[config.mk]
export PLATFORM = sky130hd
export DESIGN_NAME = infix_to_postfix_converter_top
export DESIGN_NICKNAME = d
export VERILOG_FILES = /design/src/design/itp_pkg.sv /design/src/design/infix_to_postfix_converter_top.sv /design/src/design/itp_ram.sv /design/src/design/itp_front.sv /design/src/design/itp_back.sv
export SDC_FILE = /design/constraint.sdc
export NUM_CORES = 1
export LEC_CHECK = 0
export ABC_CLOCK_PERIOD_IN_PS = 9850
export BUFFER_PORTS_ARGS = -buffer_cell sky130_fd_sc_hd__buf_4
export CAP_MARGIN = 20
export CORE_MARGIN = 2
export CORE_UTILIZATION = 40
export DETAILED_ROUTE_END_ITERATION = 12
export GPL_TIMING_DRIVEN = 0
export MAX_ROUTING_LAYER = met4
export SYNTH_ARGS = -nofsm -noshare
export SYNTH_HDL_FRONTEND = slang
export SYNTH_SLANG_ARGS = --single-unit
[constraint.sdc]
create_clock -name clk -period 9.85 [get_ports clk]
set_input_delay 0.4925 -clock clk [delete_from_list [all_inputs] [get_ports clk]]
set_output_delay 0.4925 -clock clk [all_outputs]
set_load 0.03 [all_outputs]
[src/design/itp_pkg.sv]
// Shared types, character codes and classification helpers for the
// infix-to-postfix converter. No dependencies.
package itp_pkg;

  localparam logic [7:0] CH_POW   = 8'h5E;
  localparam logic [7:0] CH_MUL   = 8'h2A;
  localparam logic [7:0] CH_DIV   = 8'h2F;
  localparam logic [7:0] CH_ADD   = 8'h2B;
  localparam logic [7:0] CH_SUB   = 8'h2D;
  localparam logic [7:0] CH_OPEN  = 8'h28;
  localparam logic [7:0] CH_CLOSE = 8'h29;

  // Precedence codes, ordered so an unsigned compare matches the arithmetic one.
  localparam logic [1:0] PREC_NONE = 2'd0;
  localparam logic [1:0] PREC_ADD  = 2'd1;
  localparam logic [1:0] PREC_MUL  = 2'd2;
  localparam logic [1:0] PREC_POW  = 2'd3;

  typedef enum logic [1:0] {
    K_LETTER,
    K_OPEN,
    K_CLOSE,
    K_OTHER
  } itp_kind_t;

  typedef struct packed {
    logic [7:0] ch;
    itp_kind_t  kind;
    logic [1:0] prec;
    logic       eoe;
  } itp_item_t;

  typedef enum logic [1:0] {
    S_IDLE,
    S_SCAN,
    S_LOAD,
    S_FLUSH
  } itp_state_t;

  function automatic logic [1:0] prec_of(input logic [7:0] c);
    logic [1:0] p;
    p = PREC_NONE;
    if (c == CH_POW) p = PREC_POW;
    else if (c == CH_MUL || c == CH_DIV) p = PREC_MUL;
    else if (c == CH_ADD || c == CH_SUB) p = PREC_ADD;
    return p;
  endfunction

  function automatic logic is_letter(input logic [7:0] c);
    return (c >= 8'h61 && c <= 8'h7A) || (c >= 8'h41 && c <= 8'h5A);
  endfunction

endpackage

[src/design/infix_to_postfix_converter_top.sv]
// Top level of the infix-to-postfix converter: front end, queue and stack
// engine. Depends on itp_pkg, itp_front and itp_back.
//
// Characters go in one beat at a time; postfix characters and a done marker
// come out one beat each, with last set on the final beat caused by an input.
// The front end queues up to two classified characters. The stack engine
// finishes each character before it takes the next. Each operator popped off
// the stack is sent from the top register, which is then reloaded from the
// stack RAM's registered read port, and the final character also sends the
// done marker. A push onto a full stack of STACK_DEPTH entries drops the
// character and sets the overflow flag reported on the next done marker.
module infix_to_postfix_converter_top #(
  parameter int STACK_DEPTH = 32
) (
  input  logic       clk,
  input  logic       rst,
  input  logic       in_valid,
  output logic       in_stall,
  input  logic [7:0] ch,
  input  logic       end_of_expr,
  output logic       out_valid,
  input  logic       out_stall,
  output logic [7:0] out_char,
  output logic       is_char,
  output logic       overflow,
  output logic       last
);
  import itp_pkg::*;

  logic      q_valid;
  itp_item_t q_item;
  logic      q_take;

  itp_front u_front (
    .clk         (clk),
    .rst         (rst),
    .in_valid    (in_valid),
    .in_stall    (in_stall),
    .ch          (ch),
    .end_of_expr (end_of_expr),
    .q_valid     (q_valid),
    .q_item      (q_item),
    .q_take      (q_take)
  );

  itp_back #(
    .STACK_DEPTH (STACK_DEPTH)
  ) u_back (
    .clk       (clk),
    .rst       (rst),
    .q_valid   (q_valid),
    .q_item    (q_item),
    .q_take    (q_take),
    .out_valid (out_valid),
    .out_stall (out_stall),
    .out_char  (out_char),
    .is_char   (is_char),
    .overflow  (overflow),
    .last      (last)
  );

  a_take_needs_item: assert property (@(posedge clk) disable iff (rst)
    q_take |-> q_valid)
    else $error("queue read with no entry");

  a_marker_is_last: assert property (@(posedge clk) disable iff (rst)
    out_valid && !is_char |-> last && out_char == 8'h00)
    else $error("done marker not last or carries a character");

  a_char_no_ovf: assert property (@(posedge clk) disable iff (rst)
    out_valid && is_char |-> !overflow)
    else $error("overflow flag on a character beat");

endmodule

[src/design/itp_ram.sv]
// Generic single-write, single-read RAM with registered read data.
// No dependencies.
module itp_ram #(
  parameter int WIDTH = 8,
  parameter int DEPTH = 32
) (
  input  logic                     clk,
  input  logic                     we,
  input  logic [$clog2(DEPTH)-1:0] waddr,
  input  logic [WIDTH-1:0]         wdata,
  input  logic [$clog2(DEPTH)-1:0] raddr,
  output logic [WIDTH-1:0]         rdata
);

  logic [WIDTH-1:0] mem [DEPTH];

  always_ff @(posedge clk) begin
    if (we) begin
      mem[waddr] <= wdata;
    end
    rdata <= mem[raddr];
  end

endmodule

[src/design/itp_front.sv]
// Front end: accepts input beats, classifies each character and queues it
// for the stack engine in a two-entry FIFO. Depends on itp_pkg.
module itp_front (
  input  logic              clk,
  input  logic              rst,
  input  logic              in_valid,
  output logic              in_stall,
  input  logic [7:0]        ch,
  input  logic              end_of_expr,
  output logic              q_valid,
  output itp_pkg::itp_item_t q_item,
  input  logic              q_take
);
  import itp_pkg::*;

  itp_item_t  fifo [2];
  logic       wr_ptr;
  logic       rd_ptr;
  logic [1:0] cnt;
  logic [1:0] cnt_next;
  logic       push;
  itp_item_t  cls;

  always_comb begin
    cls.ch   = ch;
    cls.eoe  = end_of_expr;
    cls.prec = prec_of(ch);
    priority if (is_letter(ch)) cls.kind = K_LETTER;
    else if (ch == CH_OPEN) cls.kind = K_OPEN;
    else if (ch == CH_CLOSE) cls.kind = K_CLOSE;
    else cls.kind = K_OTHER;
  end

  assign in_stall = (cnt == 2'd2);
  assign push     = in_valid && !in_stall;
  assign q_valid  = (cnt != 2'd0);
  assign q_item   = fifo[rd_ptr];

  always_comb begin
    cnt_next = cnt;
    if (push && !q_take) cnt_next = cnt + 2'd1;
    else if (!push && q_take) cnt_next = cnt - 2'd1;
  end

  always_ff @(posedge clk) begin
    if (push) begin
      fifo[wr_ptr] <= cls;
    end
    if (rst) begin
      wr_ptr <= 1'b0;
      rd_ptr <= 1'b0;
      cnt    <= 2'd0;
    end else begin
      cnt <= cnt_next;
      if (push) wr_ptr <= ~wr_ptr;
      if (q_take) rd_ptr <= ~rd_ptr;
    end
  end

endmodule

[src/design/itp_back.sv]
// Back end: operator stack engine and output register. Top of stack lives in
// a register, entries below it in itp_ram. Depends on itp_pkg and itp_ram.
module itp_back #(
  parameter int STACK_DEPTH = 32
) (
  input  logic               clk,
  input  logic               rst,
  input  logic               q_valid,
  input  itp_pkg::itp_item_t q_item,
  output logic               q_take,
  output logic               out_valid,
  input  logic               out_stall,
  output logic [7:0]         out_char,
  output logic               is_char,
  output logic               overflow,
  output logic               last
);
  import itp_pkg::*;

  localparam int CW = $clog2(STACK_DEPTH + 1);
  localparam int AW = $clog2(STACK_DEPTH);

  itp_state_t state, state_next;
  itp_item_t  cur;
  logic       char_done;
  logic       flushing;
  logic [CW-1:0] count;
  logic [7:0] top;
  logic       ovf_seen;

  // Held result: released with last=0 when another follows, last=1 at item end.
  logic       pend_valid;
  logic [7:0] pend_char;
  logic       pend_is_char;
  logic       pend_ovf;

  logic       out_free;
  logic       can_emit;
  logic       top_ge;
  logic       top_open;
  itp_state_t after_st;

  logic       do_emit;
  logic       emit_done;
  logic       emit_letter;
  logic       do_push;
  logic       do_pop;
  logic       set_done;
  logic       fin_move;
  logic       take;
  logic       out_load;
  logic [7:0] new_char;

  logic          ram_we;
  logic [AW-1:0] ram_waddr;
  logic [AW-1:0] ram_raddr;
  logic [7:0]    ram_rdata;

  assign out_free = !out_valid || !out_stall;
  assign can_emit = !pend_valid || out_free;
  assign top_open = (top == CH_OPEN);
  assign top_ge   = (count != '0) && (cur.prec <= prec_of(top));
  assign after_st = cur.eoe ? S_FLUSH : S_IDLE;

  always_comb begin
    state_next = state;
    unique case (state)
      S_IDLE: begin
        if (can_emit && q_valid) state_next = S_SCAN;
      end
      S_SCAN: begin
        if (char_done) begin
          state_next = after_st;
        end else begin
          unique case (cur.kind)
            K_LETTER: if (can_emit) state_next = after_st;
            K_OPEN:   state_next = after_st;
            K_CLOSE: begin
              priority if (count == '0) state_next = after_st;
              else if (top_open || can_emit) state_next = S_LOAD;
            end
            K_OTHER: begin
              if (!top_ge) state_next = after_st;
              else if (can_emit) state_next = S_LOAD;
            end
          endcase
        end
      end
      S_LOAD: state_next = flushing ? S_FLUSH : S_SCAN;
      S_FLUSH: begin
        if (can_emit) state_next = (count != '0) ? S_LOAD : S_IDLE;
      end
    endcase
  end

  always_comb begin
    do_emit     = 1'b0;
    emit_done   = 1'b0;
    emit_letter = 1'b0;
    do_push     = 1'b0;
    do_pop      = 1'b0;
    set_done    = 1'b0;
    fin_move    = 1'b0;
    take        = 1'b0;
    unique case (state)
      S_IDLE: begin
        if (can_emit) begin
          fin_move = pend_valid;
          take     = q_valid;
        end
      end
      S_SCAN: begin
        if (!char_done) begin
          unique case (cur.kind)
            K_LETTER: begin
              if (can_emit) begin
                do_emit     = 1'b1;
                emit_letter = 1'b1;
              end
            end
            K_OPEN: do_push = 1'b1;
            K_CLOSE: begin
              if (count != '0) begin
                if (top_open) begin
                  do_pop   = 1'b1;
                  set_done = 1'b1;
                end else if (can_emit) begin
                  do_pop  = 1'b1;
                  do_emit = 1'b1;
                end
              end
            end
            K_OTHER: begin
              if (!top_ge) begin
                do_push = 1'b1;
              end else if (can_emit) begin
                do_pop  = 1'b1;
                do_emit = 1'b1;
              end
            end
          endcase
        end
      end
      S_LOAD: ;
      S_FLUSH: begin
        if (can_emit) begin
          do_emit = 1'b1;
          if (count != '0) do_pop = 1'b1;
          else emit_done = 1'b1;
        end
      end
    endcase
  end

  assign q_take   = take;
  assign new_char = emit_done ? 8'h00 : (emit_letter ? cur.ch : top);
  assign out_load = fin_move || (do_emit && pend_valid);

  assign ram_we    = do_push && (count != CW'(STACK_DEPTH)) && (count != '0);
  assign ram_waddr = AW'(count - CW'(1));
  assign ram_raddr = AW'(count - CW'(2));

  itp_ram #(
    .WIDTH (8),
    .DEPTH (STACK_DEPTH)
  ) u_stack (
    .clk   (clk),
    .we    (ram_we),
    .waddr (ram_waddr),
    .wdata (top),
    .raddr (ram_raddr),
    .rdata (ram_rdata)
  );

  always_ff @(posedge clk) begin
    if (take) cur <= q_item;
    if (state == S_LOAD) top <= ram_rdata;
    if (do_push && count != CW'(STACK_DEPTH)) top <= cur.ch;
    if (do_emit) begin
      pend_char    <= new_char;
      pend_is_char <= !emit_done;
      pend_ovf     <= emit_done && ovf_seen;
    end
    if (out_load) begin
      out_char <= pend_char;
      is_char  <= pend_is_char;
      overflow <= pend_ovf;
      last     <= fin_move;
    end
    if (rst) begin
      state      <= S_IDLE;
      char_done  <= 1'b0;
      flushing   <= 1'b0;
      count      <= '0;
      ovf_seen   <= 1'b0;
      pend_valid <= 1'b0;
      out_valid  <= 1'b0;
    end else begin
      state <= state_next;
      if (take) begin
        char_done <= 1'b0;
        flushing  <= 1'b0;
      end else begin
        if (set_done) char_done <= 1'b1;
        if (state == S_FLUSH) flushing <= 1'b1;
      end
      if (do_push) begin
        if (count == CW'(STACK_DEPTH)) ovf_seen <= 1'b1;
        else count <= count + CW'(1);
      end
      if (do_pop) count <= count - CW'(1);
      if (emit_done) ovf_seen <= 1'b0;
      if (do_emit) pend_valid <= 1'b1;
      else if (fin_move) pend_valid <= 1'b0;
      if (out_load) out_valid <= 1'b1;
      else if (!out_stall) out_valid <= 1'b0;
    end
  end

endmodule
Word-level counts from Yosys, hierarchy flattened:

Memory sizes are Yosys's and may differ from the RTL's. A register that Yosys moved wholly into a read port is not among the register bits.
Index checks and enable logic that the tools add are counted.

* reductions and logical operators: 41
* eq/ne operators: 29
* bitwise logic cells: 2
* $add $sub $neg: 5
* mux-type cells: 71
* order comparisons: 5

Operator list (number)
* $eq A8 B6 Y1 const B: 11
* $mux W1: 39
* $mux W2: 19
* $mux W8: 3
* $mux W6: 3
* $eq A8 B7 Y1 const B: 2
* $ge A8 B7 Y1 const B: 2
* $le A8 B7 Y1 const B: 2
* $pmux W2 S4: 2
* $logic_and A1 B1 Y1: 11
* $eq A2 B2 Y1 const B: 5
* $reduce_bool A2 Y1: 5
* $logic_or A1 B1 Y1: 9
* $ne A2 B1 Y1 const B: 4
* $pmux W1 S2: 4
* $logic_not A1 Y1: 7
* $add A6 B1 Y6 const B: 1
* $eq A6 B6 Y1 const B: 1
* $logic_not A6 Y1: 1
* $ne A6 B6 Y1 const B: 1
* $reduce_bool A6 Y1: 1
* $sub A6 B1 Y6 const B: 1
* $ne A5 B2 Y1 const B: 1
* $ne A5 B3 Y1 const B: 1
* 12 further kinds: 17

* output and inout bits: 13
* RAM bits: 282
* memories: 2
* bits of input ports: 13
* logic and storage cells: 173
* register bits after elaboration: 46

Memory list
* u_back.u_stack.mem: depth 32, bits a word 8, read ports 1, clocked after memory_dff 1, wr ports 1, RTL line itp_ram.sv:15 `logic [WIDTH-1:0] mem [DEPTH];`
* u_front.fifo: depth 2, bits a word 13, read ports 1, clocked after memory_dff 1, wr ports 1, RTL line itp_front.sv:16 `itp_item_t fifo [2];`

Longest topological paths before layout:

Gate-level depths: netlist (run 1).

* depth in word-level cells: 15
* gate-level depth with buffers: 12
* depth with buffers taken out: 12

By module:

Synthesis (run 1) repeated with hierarchy kept, for this count alone.

* cells, all modules: 738
* area, all modules: 14087.3 µm²

By module, submodules not included
* itp_ram: cells each 417, instances 1, seq. area each 7847.5 µm², area each 10053.4 µm²
* itp_back: cells each 234, instances 1, seq. area each 1521.5 µm², area each 2725.1 µm²
* itp_front: cells each 87, instances 1, seq. area each 880.8 µm², area each 1308.8 µm²

Worst setup path after synthesis (run 1):

OpenSTA, ideal clock, no wires.

* path type: register to register
* start: register u_back.top[5]
* end: memory u_back.u_stack.mem[13][0] (enable)
* library setup time: 370 ps
* slack: 6169 ps
* cell stages (with the launch flop): 13
* buffers on the path: 0
* arrival time: 3311 ps
* clock period less this slack: 3681 ps
* required time: 9480 ps
* cell sequence: edfxtp_1 -> or4b_4 -> or2_2 -> nor3b_1 -> a21oi_1 -> nor2b_1 -> ha_1 -> nand2_1 -> o21a_1 -> o2111ai_4 -> nor2_4 -> nand2_2 -> nor2_1

* word-level cells in the longest chain between the ends: 15
* elaborated cells on any way between the ends: 20
* those cells by class: 1 x order compare; 5 x eq/ne; 9 x mux; 5 x reduce/logical

Ends and longest elaborated chain
* from (decl): RTL line itp_back.sv:28 `logic [7:0] top;`
* from (signal assigned): RTL line itp_back.sv:177 `if (state == S_LOAD) top <= ram_rdata;`
* from (signal assigned): RTL line itp_back.sv:178 `if (do_push && count != CW'(STACK_DEPTH)) top <= cur.ch;`
* $eq A8 B6 Y1: RTL line itp_pkg.sv:45 `else if (c == CH_ADD || c == CH_SUB) p = PREC_ADD;`
* $logic_or A1 B1 Y1: RTL line itp_pkg.sv:45
* $mux W1: RTL line itp_pkg.sv:45
* $mux W2: RTL line itp_pkg.sv:44 `else if (c == CH_MUL || c == CH_DIV) p = PREC_MUL;`
* $mux W2 (*): RTL line itp_pkg.sv:43 `if (c == CH_POW) p = PREC_POW;`
* $le A2 B2 Y1 (*): RTL line itp_back.sv:62 `assign top_ge = (count != '0) && (cur.prec <= prec_of(top));`
* $logic_and A1 B1 Y1 (*): RTL line itp_back.sv:62
* $mux W1 (*): RTL line itp_back.sv:134 `if (!top_ge) begin`
* $pmux W1 S2 (*): RTL line itp_back.sv:114 `unique case (cur.kind)`
* $mux W1 (*): RTL line itp_back.sv:113 `if (!char_done) begin`
* $mux W1 (*): RTL line itp_back.sv:105 `unique case (state)`
* $logic_and A1 B1 Y1 (*) (2 in a row): RTL line itp_back.sv:159 `assign ram_we = do_push && (count != CW'(STACK_DEPTH)) && (count != '0);`
* $mux W1 (*): RTL line itp_ram.sv:18 `if (we) begin`
* $mux W1 (not written as such) (*): RTL line itp_ram.sv:19 `mem[waddr] <= wdata;`
* to (decl): RTL line itp_ram.sv:15

Every way passes the cells marked *; elsewhere a longest branch is shown, timed or not.

Worst setup path after layout (run 1):

* start: register u_back.top[5]
* end: memory u_back.u_stack.mem[27][1] (enable)

Same word-level chain as after synthesis.

==> results of run 1 <==
worst reg2reg max path, cell delays in order (launching register included):
cell and delay [ns]:
edfxtp_1 0.78, buf_16 0.23, or4b_4 0.52, or2_2 0.31, nor3b_1 0.22, a21oi_1 0.06
nor2b_1 0.13, ha_1 0.24, nand2_1 0.10, o21a_1 0.21, o2111ai_4 0.22, nor2_4 0.24
nand2_2 0.23, nor2_1 0.70
cell usage after synthesis (6+ instances only):
master,n
mux4_2,62
buf_2,9
mux2_2,22
xor2_1,6
o21ai_0,8
nand2_1,28
inv_1,17
dfxtp_1,25
nor2_1,62
clkbuf_1,12
nor3_1,12
mux2i_1,9
a21oi_1,12
edfxtp_1,324
nand3_1,7
nand2b_1,6
ha_1,12
mux4_1,18
mux2_1,10
power by group through the flow:
stage	combinational [mW]	clock, mW	sequential, mW
floorplan	0.737	0	2.04
global placement	1.01	0	2.14
detailed placement	1.14	0	2.08
CTS	1.14	1.37	2.05
global route	1.27	1.43	2.04
finish	1.17	1.34	2.02
sequential cells by signal (all words and copies together), names as in the netlist, 6 cells and up:
name / cells
u_front.fifo: 26
u_back.pend_char: 8
u_back.cur: 13
u_back.u_stack.rdata: 8
u_back.out_char: 8
u_back.count: 6
u_back.top: 8
u_back.u_stack.mem: 256
layer usage:
metal / global-route usage [%] / part of all wire [%] / vias to the layer above
li1: - / - / 3134
met1: 23.4 / 47 / 3551
met2: 25.0 / 47 / 130
met3: 2.72 / 3.9 / 36
met4: 4.17 / 1.5 / 0
met5: - / 0 / -
layout make-up:
| class | instances | area [um2] |
|---|---|---|
| flip-flops and latches | 349 | 10200 |
| inverters | 17 | 63.8 |
| clock inverters | 15 | 161 |
| clock buffers | 48 | 1010 |
| multi-input cells | 342 | 3660 |
| repair buffers | 36 | 425 |
| fillers | 2847 | 18300 |
| plain buffers | 30 | 173 |
| well taps | 455 | 569 |
cell usage in the layout, fill, tap and decap left out, types with 7 or more instances in the layout:
cell type  Yosys  final
a21oi_1       12     12
buf_16         0      7
buf_2          9      9
buf_4          0     26
clkbuf_1      12     19
clkbuf_16      0     37
dfxtp_1       25     25
edfxtp_1     324    324
ha_1          12     12
inv_1         17     17
mux2_1        10     10
mux2_2        22     22
mux2i_1        9      9
mux4_1        18     18
mux4_2        62     62
nand2_1       28     28
nand3_1        7      7
nor2_1        62     62
nor3_1        12     11
o21ai_0        8      8
logic make-up after synthesis:
kind of cell             synth area share, %
flip-flops                              72.4
AND/OR/NAND/NOR                         5.09
multiplexers                            16.4
AO/OA/AOI/OAI                           2.63
buffers and inverters                   1.67
adder cells (fa/ha/maj)                 1.06
XOR/XNOR                               0.682
final timing paths:
check / from / end / slack (ns) / cells past startpoint
max: u_back.top[5]$_DFFE_PP_ / u_back.u_stack.mem[27][1]$_DFFE_PP_ / 5.27 / 13
min: end_of_expr / u_front.fifo[0][0]$_DFFE_PP_ / 0.17 / 1
max reg2reg: u_back.top[5]$_DFFE_PP_ / u_back.u_stack.mem[27][1]$_DFFE_PP_ / 5.27 / 13
min reg2reg: u_back.pend_char[7]$_SDFFCE_PP0P_ / u_back.out_char[7]$_DFFE_PP_ / 0.42 / 0
metrics by stage:
step / area (um2) / setup WS (ns)
floorplan: 14100 / 6.17
global route: 16300 / 4.90
detailed placement: 15100 / 5.17
global placement: 14900 / 4.95
finish: 16300 / 5.27
CTS: 16200 / 5.15
==> flow_summary.ini, run 1 <==
[min_path]
min_path_type = in2reg

[die]
io_pins = 26
start_util_pct = 40.8
fp.dieW_um = 192
die_area_um2 = 36800
die_y_um = 192
num_rows = 68
core_um2 = 34600

[setup_path]
worst_ep_required_time_ns = 9.98
crit_type = reg2reg
path_delay_family = simple AND/OR/NAND/NOR gates
slowest_stage = edfxtp_1
arrival_ns = 4.72
critPathMaxFanout = 19
crit_buf_inv = 1
path_cells = buf_16 > or4b_4 > or2_2 > nor3b_1 > a21oi_1 > nor2b_1 > ha_1 > nand2_1 > o21a_1 > o2111ai_4 > nor2_4 > nand2_2 > nor2_1
critPathCaptureType = flop
critical_path.max_stage_delay_ns = 0.78
critPathLaunchType = flop

[power]
switchingPower_mw = 1.33
clkPwrFrac_pct = 29.6
power_density_nw_per_um2 = 279
p_sw_share_pct = 29.2
combPwrFrac_pct = 25.8
internal_power_mw = 3.21
power_mw = 4.54
p_leak_nw = 5.26
seq_power_share_pct = 44.5
ir_drop_v = 0.000118

[route]
post_drt_wl_per_cell_um = 22.1
antenna_left = 0
via_per_inst = 5.30
drc = 0
routed_wl_um = 28500
drtIter0Drc = 468
drt-pass1-iter-count = 4
vias = 6851

[synthesis]
synth-seq-cells = 349
synth_top_cell_area_share_pct = 68.9
syn-mean-instance-area_um2 = 19.1
synth_nets = 763
synth_cell_type_count = 60
synth_edf_count = 324
yosys-top-cells-area = edfxtp_1, mux4_2, dfxtp_1, mux4_1, mux2_2
netlist_area_um2 = 14100
syn_inst = 738
yosysTopAreaCell = edfxtp_1
ys.flop_type = edfxtp_1
yosys_warnings = 0
synth_seq_area_share_pct = 72.4
synthArstFlopShare_pct = 0

[cts]
cts_buffers = 36
post_cts_buffers = 0
clkTransAtPathRegs_ns = 0.06
ctsHoldBuffers = 0
cts_root_buf = clkbuf_16
clock_latency_ns = 0.52
htreeDepth = 2
postCtsResizedCells = 0
clock_sinks = 349
cts_tree = done
clockBufferDepth = 3

[timing]
fmax_ghz = 0.218
rsz0062_at_grt = false
slew_headroom_pct = 35.1
hold_ws_ns = 0.168
fin_crit_sh_pct = 46.5
final.setup.tns_ns = 0
setup_viol_count_final = 0
tightest_slew_ns = 0.974
min_period_ns = 4.58
drv_slew = 0
finalClockSkew_ns = 0.0192
hold_viol = 0

[cells_and_area]
final_layout_size_suffix_gt1_share_pct = 24.3
layoutNonFillerInstCount = 1292
antennaDiodeCount = 0
num-nets-final = 837
postLayoutCoreUtil_pct = 47.0
syn_to_final_growth_pct = 15.4

[outcome]
status = complete, no violations

[placement]
gp_congestion = 0.830
portBuffers = 25
placed_cells = 1226
hpwl_um = 19300

[global_routing]
grt_usage_pct = 16.5
antenna_found_initial = 0
grt.overflow.total = 0
grt_first_pass_wirelength_um = 43200
grt_start_max_net_pins = 37
grt_pass1_vias = 6930

[run]
drv_cap = 0
No activity file was read; power rests on OpenSTA's default activity.
==> inputs of run 2 (changes only) <==
--- a/config.mk
+++ b/config.mk
@@ -5,7 +5,8 @@
 export SDC_FILE = /design/constraint.sdc
 export NUM_CORES = 1
 export LEC_CHECK = 0
-export ABC_CLOCK_PERIOD_IN_PS = 9850
+export ABC_AREA = 1
+export ABC_CLOCK_PERIOD_IN_PS = 4650
 export BUFFER_PORTS_ARGS = -buffer_cell sky130_fd_sc_hd__buf_4
 export CAP_MARGIN = 20
 export CORE_MARGIN = 2
==> constraint.sdc (replaced) <==
create_clock -name clk -period 4.65 [get_ports clk]
set_input_delay 0.2325 -clock clk [delete_from_list [all_inputs] [get_ports clk]]
set_output_delay 0.2325 -clock clk [all_outputs]
set_load 0.03 [all_outputs]
==> run 2 against run 1 <==
Critical path depth down 4. Sequential power up 130%. Count of clock-buffer cells in the layout increased by 8. First-iteration DRC count grew 100%. Hold slack lost 0.13 ns. Register-to-register slack lost 4.6 ns. Largest power group unchanged.
==> flow_summary.ini, run 2 <==
[global_routing]
grt_first_pass_wirelength_um = 57200
grt_pass1_vias = 9590
antenna_found_initial = 0
grt.overflow.total = 0
grt_start_max_net_pins = 34
grt_usage_pct = 20.4

[timing]
drv_slew = 0
hold_ws_ns = 0.0424
fmax_ghz = 0.252
final.setup.tns_ns = 0
rsz0062_at_grt = false
hold_viol = 0
finalClockSkew_ns = 0.0136
fin_crit_sh_pct = 85.4
min_period_ns = 3.97
slew_headroom_pct = 41.2
setup_viol_count_final = 0
fin_ws_ns = 0.679
tightest_slew_ns = 0.878

[setup_path]
arrival_ns = 4.11
critPathLaunchType = flop
critPathCaptureType = flop
reg2reg_to = u_back.u_stack.mem[28][6]$_DFFE_PP_
reg2reg_depth = 9
crit_type = reg2reg
rrSetupSlack_ns = 0.68
critPathMaxFanout = 14
r2r_start = u_back.count[1]$_SDFFE_PP0P_
worst_ep_required_time_ns = 4.79

[power]
internal_power_mw = 7.15
clkPwrFrac_pct = 25.5
p_sw_share_pct = 38.6
seq_power_share_pct = 39.2
ir_drop_v = 0.000317
switchingPower_mw = 4.49
power_density_nw_per_um2 = 695
combPwrFrac_pct = 35.4
p_leak_nw = 5.98

[route]
post_drt_wl_per_cell_um = 20.9
drt-pass1-iter-count = 5
via_per_inst = 5.44
drtIter0Drc = 957
antenna_left = 0
vias = 9667
drc = 0
routed_wl_um = 37200

[cells_and_area]
num-nets-final = 1313
max_flop_register = u_back.u_stack.mem
postLayoutCoreUtil_pct = 47.1
final_area_um2 = 16800
syn_to_final_growth_pct = 16.2
final_common_cell = edfxtp_1
antennaDiodeCount = 0
largest_register_ffs = 256
final_layout_size_suffix_gt1_share_pct = 10.7
top_regs = u_back.u_stack.mem: 256 flops, u_front.fifo: 26 flops, u_back.cur: 13 flops
final_cell_mix = edfxtp_1, nor2_1, nand2_1

[synthesis]
syn_inst = 1202
yosys_warnings = 0
synth_seq_area_share_pct = 70.9
ys.flop_type = edfxtp_1
synth_top_cell_area_share_pct = 67.4
synth_nets = 1227
synth-seq-cells = 349
synth_most_common_cell = edfxtp_1
synth_cell_type_count = 39
netlist_area_um2 = 14400
yosysTopAreaCell = edfxtp_1
yosys-top-cells-area = edfxtp_1, nor2_1, o21ai_0, nand2_1, dfxtp_1
synth_edf_count = 324
syn-mean-instance-area_um2 = 12.0
synthTopCellsByCount = edfxtp_1, nor2_1, nand2_1
synthArstFlopShare_pct = 0

[die]
core_um2 = 35600
io_pins = 26
die_area_um2 = 37600
num_rows = 69
die_y_um = 194
fp.dieW_um = 194
start_util_pct = 40.6

[run]
drv_cap = 0

[cts]
clockBufferDepth = 3
cts_buffers = 38
clkTransAtPathRegs_ns = 0.06
post_cts_buffers = 0
htreeDepth = 2
clock_sinks = 349
cts_tree = done
cts_root_buf = clkbuf_16
clock_latency_ns = 0.52

[min_path]
min_path_type = in2reg
whs_path_depth = 5
worst_hold_path.endpoint = u_back.out_valid$_SDFFE_PP0P_
min_from = out_stall

[placement]
hpwl_um = 25600
portBuffers = 25
gp_congestion = 0.946
pre_cts_ws_ns = 0.547
place_area_um2 = 15400

[outcome]
status = complete, no violations
-- run 2: changes by cell type after synthesis, sizes merged, moves of 40 or more --
cell	previous run	this run
inv	17	70
mux4	80	0
nand2	32	159
nor2	64	216
o21ai	11	171
o221ai	0	40
-- run 2: timing repair --
action | CTS | global route
hold buffers | 10 | 0
resized for setup | 0 | 0
hold endpoints to repair | 19 | 0
-- run 2: kinds of logic after synthesis --
group	Yosys count	share of synthesized area (%)
AO/OA/AOI/OAI	265	10.7
adder cells (fa/ha/maj)	12	1.04
AND/OR/NAND/NOR	442	13.1
flip-flops	349	70.9
buffers and inverters	127	3.74
XOR/XNOR	7	0.529
-- run 2: how the worst max path moves through the flow --
stage / endpoint / from / slack (ns) / cells after the start
after floorplan: u_back.u_stack.mem[0][0]$_DFFE_PP_ / u_back.top[1]$_DFFE_PP_ / 1.58 / 12
after global placement: u_back.u_stack.mem[4][2]$_DFFE_PP_ / u_back.top[2]$_DFFE_PP_ / 0.37 / 12
after detailed placement: u_back.u_stack.mem[4][3]$_DFFE_PP_ / u_back.top[7]$_DFFE_PP_ / 0.55 / 12
after CTS: u_back.u_stack.mem[4][3]$_DFFE_PP_ / u_back.top[7]$_DFFE_PP_ / 0.54 / 12
after global routing: u_back.u_stack.mem[4][4]$_DFFE_PP_ / u_back.top[4]$_DFFE_PP_ / 0.38 / 13
final: u_back.u_stack.mem[28][6]$_DFFE_PP_ / u_back.count[1]$_SDFFE_PP0P_ / 0.68 / 9
-- run 2: layout make-up --
| type | count | area, um2 |
|---|---|---|
| fillers | 3192 | 18800 |
| flip-flops and latches | 349 | 10200 |
| multi-input cells | 726 | 3660 |
| clock buffers | 56 | 1120 |
| well taps | 461 | 577 |
| repair buffers | 46 | 518 |
| inverters | 72 | 270 |
| plain buffers | 55 | 269 |
| clock inverters | 12 | 116 |
-- run 2: power by group through the flow --
stage          registers, mW  logic, mW  clock network (mW)
5_1_grt                 4.60       4.48                3.12
3_5_place_dp            4.66       3.98                   0
3_3_place_gp            4.84       3.58                   0
6_report                4.56       4.12                2.97
2_1_floorplan           4.56       2.31                   0
4_1_cts                 4.60       4.00                3.01
-- run 2: stage by stage --
step / total power [mW] / cells
2_1_floorplan: 6.87 / 1202
3_3_place_gp: 8.42 / 1688
3_5_place_dp: 8.64 / 1695
4_1_cts: 11.6 / 1773
5_1_grt: 12.2 / 1777
6_report: 11.6 / 1777
-- run 2: metal layers --
layer / wire, um / track usage [%] / vias to the layer above
li1: - / - / 4507
met1: 16500 / 28.0 / 4735
met2: 17400 / 32.1 / 343
met3: 2080 / 2.05 / 82
met4: 1180 / 6.65 / 0
met5: 0 / - / -
-- run 2: worst max-delay path, stage by stage, from the launching register on --
cell	delay [ns]
dfxtp_1	0.45
inv_1	0.40
clkbuf_1	0.69
ha_1	0.44
nand3_4	0.18
nand3_2	0.16
nand3_4	0.18
nor2_8	0.22
nand2_4	0.15
nor2_1	0.70
